$ cat config.mk
export PLATFORM = sky130hd
export DESIGN_NAME = rpn_expression_evaluator
export DESIGN_NICKNAME = d
export VERILOG_FILES = /design/src/rtl/rpn_pkg.sv /design/src/rtl/rpn_front.sv /design/src/rtl/rpn_fifo.sv /design/src/rtl/rpn_back.sv /design/src/rtl/rpn_expression_evaluator.sv
export SDC_FILE = /design/constraint.sdc
export NUM_CORES = 2
export LEC_CHECK = 0
export BUFFER_PORTS_ARGS = -buffer_cell sky130_fd_sc_hd__clkbuf_2
export CORE_MARGIN = 3
export CORE_UTILIZATION = 65
export CTS_BUF_LIST = sky130_fd_sc_hd__clkbuf_8
export DETAILED_ROUTE_END_ITERATION = 16
export PLACE_DENSITY = 0.87
export SETUP_SLACK_MARGIN = 0.2
export SKIP_CTS_REPAIR_TIMING = 1
export SLEW_MARGIN = 5
export SYNTH_ARGS = -nofsm -noshare
export SYNTH_HDL_FRONTEND = slang
export SYNTH_SLANG_ARGS = --single-unit
$ cat constraint.sdc
create_clock -name clock -period 10.1 [get_ports clock]
set_clock_uncertainty 0.05 [all_clocks]
set_input_delay 0 -clock clock [delete_from_list [all_inputs] [get_ports clock]]
set_output_delay 0 -clock clock [all_outputs]
set_load 0.05 [all_outputs]
$ cat src/rtl/rpn_pkg.sv
// Shared types and constants for the RPN expression evaluator
package rpn_pkg;

   localparam logic [7:0] CHAR_SPACE = 8'h20;
   localparam logic [7:0] CHAR_PLUS  = 8'h2B;
   localparam logic [7:0] CHAR_MINUS = 8'h2D;
   localparam logic [7:0] CHAR_MUL   = 8'h2A;
   localparam logic [7:0] CHAR_DIV   = 8'h2F;
   localparam logic [7:0] CHAR_ZERO  = 8'h30;
   localparam logic [7:0] CHAR_NINE  = 8'h39;

   localparam int unsigned VALUE_OUT_WIDTH = 32;
   localparam int unsigned MIN_TOKENS      = 3;

   typedef enum logic [2:0] {
      ST_OK    = 3'd0,
      ST_BAD   = 3'd1,
      ST_FEW   = 3'd2,
      ST_UNDER = 3'd3,
      ST_DIVZ  = 3'd4,
      ST_OVER  = 3'd5
   } status_type;

   typedef enum logic [2:0] {
      OP_PUSH = 3'd0,
      OP_ADD  = 3'd1,
      OP_SUB  = 3'd2,
      OP_MUL  = 3'd3,
      OP_DIV  = 3'd4,
      OP_NONE = 3'd5
   } op_type;

   // One classified token (or end marker) handed from front to back
   typedef struct packed {
      op_type     op;
      logic [3:0] digit;
      logic       last;
      status_type early;
   } token_type;

endpackage

$ cat src/rtl/rpn_front.sv
// Front end: gathers characters into tokens and classifies them
module rpn_front (
   input  logic              clock,
   input  logic              reset,
   input  logic              req_valid,
   output logic              req_ready,
   input  logic [7:0]        req_expr_byte,
   input  logic              req_last_byte,
   output logic              tok_valid,
   input  logic              tok_ready,
   output rpn_pkg::token_type tok_data
);
   import rpn_pkg::*;

   logic [7:0] char_ff, char_in;
   logic [1:0] len_ff, len_in;
   logic [1:0] total_ff, total_in;
   logic       bad_ff, bad_in;

   logic [7:0] fc;
   logic [1:0] fl, t1;
   logic       fin, is_dig, is_op, b1, emit;
   op_type     fop;

   assign req_ready = tok_ready;

   always_comb begin
      char_in  = char_ff;
      len_in   = len_ff;
      fc       = char_ff;
      fl       = len_ff;
      if (req_expr_byte != CHAR_SPACE) begin
         if (len_ff == 2'd0) fc = req_expr_byte;
         fl = (len_ff < 2'd2) ? len_ff + 2'd1 : len_ff;
      end
      fin    = (req_expr_byte == CHAR_SPACE) || req_last_byte;
      is_dig = fc inside {[CHAR_ZERO:CHAR_NINE]};
      is_op  = fc inside {CHAR_PLUS, CHAR_MINUS, CHAR_MUL, CHAR_DIV};
      case (fc)
         CHAR_PLUS:  fop = OP_ADD;
         CHAR_MINUS: fop = OP_SUB;
         CHAR_MUL:   fop = OP_MUL;
         CHAR_DIV:   fop = OP_DIV;
         default:    fop = OP_PUSH;
      endcase
      t1 = total_ff;
      b1 = bad_ff;
      tok_data.op    = OP_NONE;
      tok_data.digit = 4'(fc - CHAR_ZERO);
      tok_data.last  = req_last_byte;
      emit = req_last_byte;
      if (fin && fl != 2'd0) begin
         if (total_ff != 2'd3) t1 = total_ff + 2'd1;
         if (fl == 2'd2 || !(is_dig || is_op)) b1 = 1'b1;
         else begin
            tok_data.op = fop;
            emit = 1'b1;
         end
      end
      if (b1) tok_data.early = ST_BAD;
      else if (t1 != 2'd3) tok_data.early = ST_FEW;
      else tok_data.early = ST_OK;
      if (fin) begin
         char_in = 8'd0;
         len_in  = 2'd0;
      end else begin
         char_in = fc;
         len_in  = fl;
      end
      tok_valid = req_valid && emit;
   end

   always_ff @(posedge clock) begin
      if (reset) begin
         char_ff  <= 8'd0;
         len_ff   <= 2'd0;
         total_ff <= 2'd0;
         bad_ff   <= 1'b0;
      end else if (req_valid && req_ready) begin
         char_ff  <= char_in;
         len_ff   <= len_in;
         total_ff <= req_last_byte ? 2'd0 : t1;
         bad_ff   <= req_last_byte ? 1'b0 : b1;
      end
   end

endmodule

$ cat src/rtl/rpn_fifo.sv
// Short queue of tokens between front and back
module rpn_fifo (
   input  logic               clock,
   input  logic               reset,
   input  logic               in_valid,
   output logic               in_ready,
   input  rpn_pkg::token_type in_data,
   output logic               out_valid,
   input  logic               out_ready,
   output rpn_pkg::token_type out_data
);
   import rpn_pkg::*;

   token_type  mem_ff [4];
   logic [1:0] wr_ff, rd_ff;
   logic [2:0] cnt_ff;
   logic       push, pop;

   assign in_ready  = cnt_ff != 3'd4;
   assign out_valid = cnt_ff != 3'd0;
   assign out_data  = mem_ff[rd_ff];
   assign push      = in_valid && in_ready;
   assign pop       = out_valid && out_ready;

   always_ff @(posedge clock) begin
      if (push) mem_ff[wr_ff] <= in_data;
      if (reset) begin
         wr_ff  <= 2'd0;
         rd_ff  <= 2'd0;
         cnt_ff <= 3'd0;
      end else begin
         if (push) wr_ff <= wr_ff + 2'd1;
         if (pop)  rd_ff <= rd_ff + 2'd1;
         cnt_ff <= cnt_ff + 3'(push) - 3'(pop);
      end
   end

   assert property (@(posedge clock) disable iff (reset) cnt_ff <= 3'd4)
      else $error("queue count out of range");
   assert property (@(posedge clock) disable iff (reset)
      (cnt_ff == 3'd0) |-> !pop) else $error("pop from empty queue");

endmodule

$ cat src/rtl/rpn_back.sv
// Back end: stack, arithmetic unit and iterative divider
module rpn_back #(
   parameter int STACK_DEPTH = 64,
   parameter int VALUE_WIDTH = 32
) (
   input  logic                        clock,
   input  logic                        reset,
   input  logic                        tok_valid,
   output logic                        tok_ready,
   input  rpn_pkg::token_type          tok_data,
   output logic                        rsp_valid,
   input  logic                        rsp_ready,
   output logic signed [31:0]          rsp_value,
   output logic [2:0]                  rsp_status
);
   import rpn_pkg::*;

   localparam int AW = $clog2(STACK_DEPTH);
   localparam int CW = $clog2(STACK_DEPTH + 1);
   localparam int QW = $clog2(VALUE_WIDTH + 1);
   localparam logic [CW-1:0] FULL = CW'(STACK_DEPTH);

   typedef enum logic [2:0] {
      S_IDLE, S_RD1, S_RD2, S_EXEC, S_DIV, S_FIN, S_OUT
   } state_type;

   logic [VALUE_WIDTH-1:0] stack_mem [STACK_DEPTH];
   logic [VALUE_WIDTH-1:0] rdata_ff;

   state_type              state_ff;
   logic [CW-1:0]          count_ff;
   status_type             err_ff;
   token_type              tok_ff;
   logic [VALUE_WIDTH-1:0] top_ff, sec_ff, res_ff, bottom_ff;
   logic [VALUE_WIDTH-1:0] quo_ff, den_ff;
   logic [VALUE_WIDTH:0]   rem_ff;
   logic [QW-1:0]          step_ff;
   logic                   neg_ff;
   logic                   rsp_valid_ff;
   logic [31:0]            rsp_value_ff;
   status_type             rsp_status_ff;

   logic [AW-1:0]          rd_addr;
   logic [AW-1:0]          wr_addr;
   logic                   wr_en;
   logic [VALUE_WIDTH-1:0] wr_data;
   logic [VALUE_WIDTH:0]   trial;
   logic [VALUE_WIDTH-1:0] mag_a, mag_b;

   assign tok_ready  = (state_ff == S_IDLE);
   assign rsp_valid  = rsp_valid_ff;
   assign rsp_value  = rsp_value_ff;
   assign rsp_status = rsp_status_ff;

   assign mag_a = sec_ff[VALUE_WIDTH-1] ? -sec_ff : sec_ff;
   assign mag_b = top_ff[VALUE_WIDTH-1] ? -top_ff : top_ff;
   assign trial = {rem_ff[VALUE_WIDTH-1:0], quo_ff[VALUE_WIDTH-1]} - {1'b0, den_ff};

   always_comb begin
      rd_addr = AW'(count_ff - CW'(1));
      if (state_ff == S_RD1) rd_addr = AW'(count_ff - CW'(2));
      wr_addr = AW'(count_ff);
      wr_en   = 1'b0;
      wr_data = res_ff;
      if (state_ff == S_IDLE && tok_valid && tok_ready && tok_data.op == OP_PUSH
          && err_ff == ST_OK && count_ff != FULL) begin
         wr_en   = 1'b1;
         wr_data = VALUE_WIDTH'(tok_data.digit);
      end
      if (state_ff == S_FIN) begin
         wr_en   = 1'b1;
         wr_addr = AW'(count_ff - CW'(2));
      end
   end

   always_ff @(posedge clock) begin
      if (wr_en) stack_mem[wr_addr] <= wr_data;
      rdata_ff <= stack_mem[rd_addr];
   end

   always_ff @(posedge clock) begin
      if (reset) begin
         state_ff     <= S_IDLE;
         count_ff     <= '0;
         err_ff       <= ST_OK;
         rsp_valid_ff <= 1'b0;
      end else begin
         if (rsp_valid_ff && rsp_ready) rsp_valid_ff <= 1'b0;
         case (state_ff)
            S_IDLE: if (tok_valid && tok_ready) begin
               tok_ff <= tok_data;
               if (tok_data.op == OP_PUSH && err_ff == ST_OK) begin
                  if (count_ff == FULL) err_ff <= ST_OVER;
                  else begin
                     count_ff <= count_ff + CW'(1);
                     if (count_ff == '0) bottom_ff <= VALUE_WIDTH'(tok_data.digit);
                  end
                  state_ff <= tok_data.last ? S_OUT : S_IDLE;
               end else if (tok_data.op != OP_PUSH && tok_data.op != OP_NONE
                            && err_ff == ST_OK) begin
                  if (count_ff < CW'(2)) begin
                     err_ff   <= ST_UNDER;
                     state_ff <= tok_data.last ? S_OUT : S_IDLE;
                  end else state_ff <= S_RD1;
               end else state_ff <= tok_data.last ? S_OUT : S_IDLE;
            end
            S_RD1: state_ff <= S_RD2;
            S_RD2: begin
               sec_ff   <= rdata_ff;
               state_ff <= S_EXEC;
            end
            S_EXEC: begin
               top_ff <= rdata_ff;
               state_ff <= S_DIV;
               step_ff  <= '0;
            end
            S_DIV: begin
               case (tok_ff.op)
                  OP_ADD: begin res_ff <= sec_ff + top_ff; state_ff <= S_FIN; end
                  OP_SUB: begin res_ff <= sec_ff - top_ff; state_ff <= S_FIN; end
                  OP_MUL: begin res_ff <= sec_ff * top_ff; state_ff <= S_FIN; end
                  default: begin
                     if (top_ff == '0) begin
                        err_ff   <= ST_DIVZ;
                        state_ff <= tok_ff.last ? S_OUT : S_IDLE;
                     end else if (step_ff == '0) begin
                        quo_ff  <= mag_a;
                        den_ff  <= mag_b;
                        rem_ff  <= '0;
                        neg_ff  <= sec_ff[VALUE_WIDTH-1] ^ top_ff[VALUE_WIDTH-1];
                        step_ff <= QW'(1);
                     end else begin
                        if (!trial[VALUE_WIDTH]) begin
                           rem_ff <= trial;
                           quo_ff <= {quo_ff[VALUE_WIDTH-2:0], 1'b1};
                        end else begin
                           rem_ff <= {rem_ff[VALUE_WIDTH-1:0], quo_ff[VALUE_WIDTH-1]};
                           quo_ff <= {quo_ff[VALUE_WIDTH-2:0], 1'b0};
                        end
                        step_ff <= step_ff + QW'(1);
                        if (step_ff == QW'(VALUE_WIDTH)) begin
                           res_ff <= neg_ff
                              ? -{quo_ff[VALUE_WIDTH-2:0], !trial[VALUE_WIDTH]}
                              : {quo_ff[VALUE_WIDTH-2:0], !trial[VALUE_WIDTH]};
                           state_ff <= S_FIN;
                        end
                     end
                  end
               endcase
            end
            S_FIN: begin
               count_ff <= count_ff - CW'(1);
               if (count_ff == CW'(2)) bottom_ff <= res_ff;
               state_ff <= tok_ff.last ? S_OUT : S_IDLE;
            end
            S_OUT: if (!rsp_valid_ff) begin
               rsp_valid_ff <= 1'b1;
               if (tok_ff.early != ST_OK) rsp_status_ff <= tok_ff.early;
               else rsp_status_ff <= err_ff;
               rsp_value_ff <= (tok_ff.early == ST_OK && err_ff == ST_OK
                                && count_ff != '0) ? 32'(bottom_ff) : 32'd0;
               count_ff <= '0;
               err_ff   <= ST_OK;
               state_ff <= S_IDLE;
            end
            default: state_ff <= S_IDLE;
         endcase
      end
   end

   assert property (@(posedge clock) disable iff (reset) count_ff <= FULL)
      else $error("stack count beyond depth");
   assert property (@(posedge clock) disable iff (reset)
      (state_ff == S_FIN) |-> (count_ff >= CW'(2))) else $error("pop without operands");
   assert property (@(posedge clock) disable iff (reset)
      rsp_valid_ff && !rsp_ready |=> rsp_valid_ff) else $error("result dropped");

endmodule

$ cat src/rtl/rpn_expression_evaluator.sv
// Top level of the RPN expression evaluator
//  channel | ports                              | dir
//  req     | req_valid req_ready expr/last_byte | in
//  rsp     | rsp_valid rsp_ready value status   | out
// A character that does not end a token is only stored in the front end.
// Back end: digits push in S_IDLE; operators run S_RD1 to S_FIN, / bit-serial in S_DIV.
// The final token passes S_OUT to post the result; state clears for the next expression.
// Synchronous active-high reset; no clearing pass, stack entries are written before read.
// A full token queue stalls req_ready; an untaken result holds the back end at the next
// final token.
module rpn_expression_evaluator #(
   parameter int STACK_DEPTH = 64,
   parameter int VALUE_WIDTH = 32
) (
   input  logic               clock,
   input  logic               reset,
   input  logic               req_valid,
   output logic               req_ready,
   input  logic [7:0]         req_expr_byte,
   input  logic               req_last_byte,
   output logic               rsp_valid,
   input  logic               rsp_ready,
   output logic signed [31:0] rsp_value,
   output logic [2:0]         rsp_status
);
   import rpn_pkg::*;

   logic      f_valid, f_ready, b_valid, b_ready;
   token_type f_data, b_data;

   rpn_front u_front (
      .clock, .reset, .req_valid, .req_ready, .req_expr_byte, .req_last_byte,
      .tok_valid(f_valid), .tok_ready(f_ready), .tok_data(f_data)
   );

   rpn_fifo u_fifo (
      .clock, .reset, .in_valid(f_valid), .in_ready(f_ready), .in_data(f_data),
      .out_valid(b_valid), .out_ready(b_ready), .out_data(b_data)
   );

   rpn_back #(.STACK_DEPTH(STACK_DEPTH), .VALUE_WIDTH(VALUE_WIDTH)) u_back (
      .clock, .reset, .tok_valid(b_valid), .tok_ready(b_ready), .tok_data(b_data),
      .rsp_valid, .rsp_ready, .rsp_value, .rsp_status
   );

endmodule

==> results.tsv <==
metric	value	unit
first-pass GRT wire length	480	mm
met3 Resource Use GR	9.33	%
CTS Sinks	2428	
clk_lat worst skew	1.13	ns
antenna viol nets, final	0	
Int Pwr	24000	uW
crit share post-route	79.4	%
Die Y	427	um
Max clock buf depth	4	
TritonCTS Buffers	380	
syn nets	7732	
Critical Path Sink Type	register	
WP buf/inv	4	
Post-synth EDFFs	2360	
worst r2r path cells	24	
critical path startpoint category	register	
clock slew seen by the registers of the worst setup and hold paths	0.09	ns
CP max stage delay	0.77	ns
hpwl dp	195	mm
Yosys cell types	74	
critical path depth	24	
Worst EP arrival	8.69	ns
GR Overflow Total	0	
WP data required	10.77	ns
Area growth, synth to finish	9.78	%
P_sw	17600	uW
gr usage total	37.0	%
Tmin final	8.02	ns
R2R Setup Slk	2.08	ns
CTS root buffer	clkbuf_8	
Crit Path Max Fanout	19	
Die ar.	0.182	mm^2
main flop type after synthesis	edfxtp_1	
Tightest Hold Check Type	in -> reg	
Non-Filler Instances	9987	
max-slew violation count	0	
kind of critical path	reg -> reg	
CTS tree	yes	
Peak VDD IR	0.00112	V
Final Hold Vio Count	2	
Power Dens Cells	329	mW/mm^2
DRC	0	
core area	0.175	mm^2
Net Sw Frac	42.2	%
synthesized area	0.115	mm^2
Die W	427	um
Placer Congestion	1.01	
critical path, cell by cell	and2_1 -> fa_1 -> inv_1 -> fa_1 -> fa_1 -> fa_1 -> inv_1 -> fa_1 -> inv_1 -> fa_1 -> inv_1 -> fa_1 -> fa_1 -> ha_1 -> a21o_1 -> a21o_1 -> a21o_1 -> a21oi_1 -> o21ai_0 -> a311oi_1 -> o21bai_1 -> o31ai_1 -> xor2_1 -> o221ai_1	
Slew headroom	8.54	%
fraction of layout cells with a size suffix above 1	18.3	%
H-tree depth	5	
register bit total from synthesis	2428	
measured slew at the worst slew-check pin	1.37	ns
hold-critical path depth	3	
setup TNS	0	ns
vias in the first global route	70400	
GRT met1 Usage	46.3	%
ys async rst share	0	%
Leakage Power	0.0453	uW
WL final	338	mm
fin nets	7975	
wire per inst	33.8	um
register area share after synthesis	62.8	%
failing checks	hold timing	
placed insts	9257	
I/O pin cnt	50	
Initial Util	65.8	%
RSZ-0062 raised after global routing	false	
Site Rows	153	
max-cap check violation count	0	
hold_ws	-0.00325	ns
sequential share of power	28.7	%
drt first-iter violations	10900	
Vias	69800	
Ys Warns	0	
GRT Max-Usage Layer	met2	
crit-path leading delay family	adder cells	
clock power share	19.3	%
initial antenna violation count	44	
Final setup violation count	0	
largest net degree at the start of global routing	141	
Comb pwr share	52.0	%
vias per cell	6.99	
highest clock rate	0.125	GHz
IO buf count	49	
GR Layer Usage met2	57.5	%
Initial DRT Pass Iterations	6	
Post-Syn Area per Cell	16.2	um^2
status	complete, but fails checks	
Post-Syn Instances	7102	
most frequent CP cell	fa_1	
Crit-path slowest cell	edfxtp_1	
-- cell usage in the layout, fill, tap and decap left out, drive strengths merged, types with 42 or more instances in the layout --
cell type and count:
edfxtp 2360, inv 559, mux4 554, nand2 454, clkbuf 437, fa 411, and2 353, a21oi 266
ha 206, nor2 205, buf 183, nor2b 175, clkinv 157, a211oi 152, o21ai 147, xnor2 146
mux2i 142, xor2 117, dfxtp 68, and3 46, nor3 45, o31ai 42
-- cells in the mapped netlist, types with 5 or more instances --
cell	count	area [um^2]
ha_1	206	2580
o21bai_1	13	97.6
buf_2	39	195
a32oi_1	5	43.8
or2_2	7	43.8
mux2i_1	142	1420
or4_1	10	75.1
and2_1	353	2210
o31a_1	6	52.6
a21o_1	34	255
edfxtp_1	2360	70900
fa_1	411	8230
clkbuf_1	328	1230
nor2_1	205	769
o211ai_1	8	60.1
nand3_1	37	185
nor3_1	45	225
nand2b_1	33	206
nand4_1	9	56.3
a31oi_1	16	100
inv_1	456	1710
o21ai_0	141	706
a22oi_1	16	120
o221ai_1	6	52.6
nor4_1	12	75.1
nor2b_1	175	1090
o22ai_1	10	62.6
buf_1	35	131
a21oi_1	266	1330
o41ai_1	14	123
nand2_1	454	1700
dfxtp_1	68	1360
mux4_2	554	12500
o21a_1	17	128
mux2_2	10	113
and3_1	46	288
xnor2_1	146	1280
a311oi_1	6	52.6
or3_1	29	181
o21ai_1	6	30.0
o31ai_1	40	300
xor2_1	117	1020
a211oi_1	152	1140
-- area by class of cell --
type	instances	area, um^2
multi-input cells	3816	40300
clock inverters	281	1610
diodes	30	75.1
repair buffers	263	2040
fillers	9598	48600
clock buffers	388	5340
flip-flops and latches	2428	72200
well taps	2325	2910
inverters	456	1710
-- layer usage --
layer | part of all wire [%] | up-vias | wire (um)
met5 | 0.089 | - | 299
met4 | 8.7 | 24 | 29300
met3 | 12 | 1595 | 41900
met2 | 47 | 6340 | 160000
met1 | 31 | 34700 | 106000
li1 | - | 27200 | -
-- power groups by stage --
stage | Clock [uW] | Combinational (uW) | Sequential, uW
2_1_floorplan | 0 | 14200 | 12000
3_3_place_gp | 0 | 20100 | 12100
3_5_place_dp | 0 | 20700 | 12100
4_1_cts | 7960 | 21000 | 11900
5_1_grt | 8390 | 23000 | 11900
6_report | 8010 | 21600 | 11900
-- state kept, by name (all words and copies together), names as in the netlist, 6 cells and up, named ones only --
name / flops
u_back.stack_mem: 2048
u_fifo.mem_ff: 40
u_back.bottom_ff: 32
u_back.den_ff: 32
u_back.quo_ff: 32
u_back.rdata_ff: 32
u_back.rem_ff: 32
u_back.res_ff: 32
u_back.rsp_value: 32
u_back.sec_ff: 32
u_back.top_ff: 32
u_front.char_ff: 8
u_back.count_ff: 7
u_back.step_ff: 6
u_back.tok_ff: 6
-- path summary, 6_finish.rpt --
| check | start | endpoint |
|---|---|---|
| max | u_back.sec_ff[16]$_DFFE_PP_ | u_back.res_ff[30]$_DFFE_PP_ |
| min reg2reg | u_back.rdata_ff[10]$_DFF_P_ | u_back.sec_ff[10]$_DFFE_PP_ |
| max reg2reg | u_back.sec_ff[16]$_DFFE_PP_ | u_back.res_ff[30]$_DFFE_PP_ |
| min | req_expr_byte[1] | u_fifo.mem_ff[3][5]$_DFFE_PP_ |
-- logic make-up (layout without fill, tap and decap cells) --
family                     Yosys count  in the layout  share of synthesized area, %
and+or+nand+nor                   1436           1436                          6.35
AOI/OAI and AO/OA                  794            794                          4.37
buffers and inverters              858           1388                          2.84
DFF                               2428           2428                          62.8
xor gates and xnor gates           263            263                          2.00
adders and majority gates          617            617                          9.40
other                                0             30                             0
muxes                              706            706                          12.2
-- tightest hold or removal path, stage by stage --
cell	delay (ns)
dlygate4sd3_1	0.52
clkbuf_2	0.12
mux2_2	0.29
-- through the flow --
stage	setup WS, ns	total power (uW)	util, %	cell area, um^2	hold WS, ns
floorplan	2.88	26200	-	115000	0.0489
finish	2.08	41600	72.2	126000	-0.00325
CTS	2.08	40900	72.0	126000	-0.850
global placement	2.29	32200	68.0	119000	0.232
global route	1.82	43300	72.2	126000	0.0329
detailed placement	2.16	32800	68.0	119000	0.240
(Power assumes the default switching activity.)
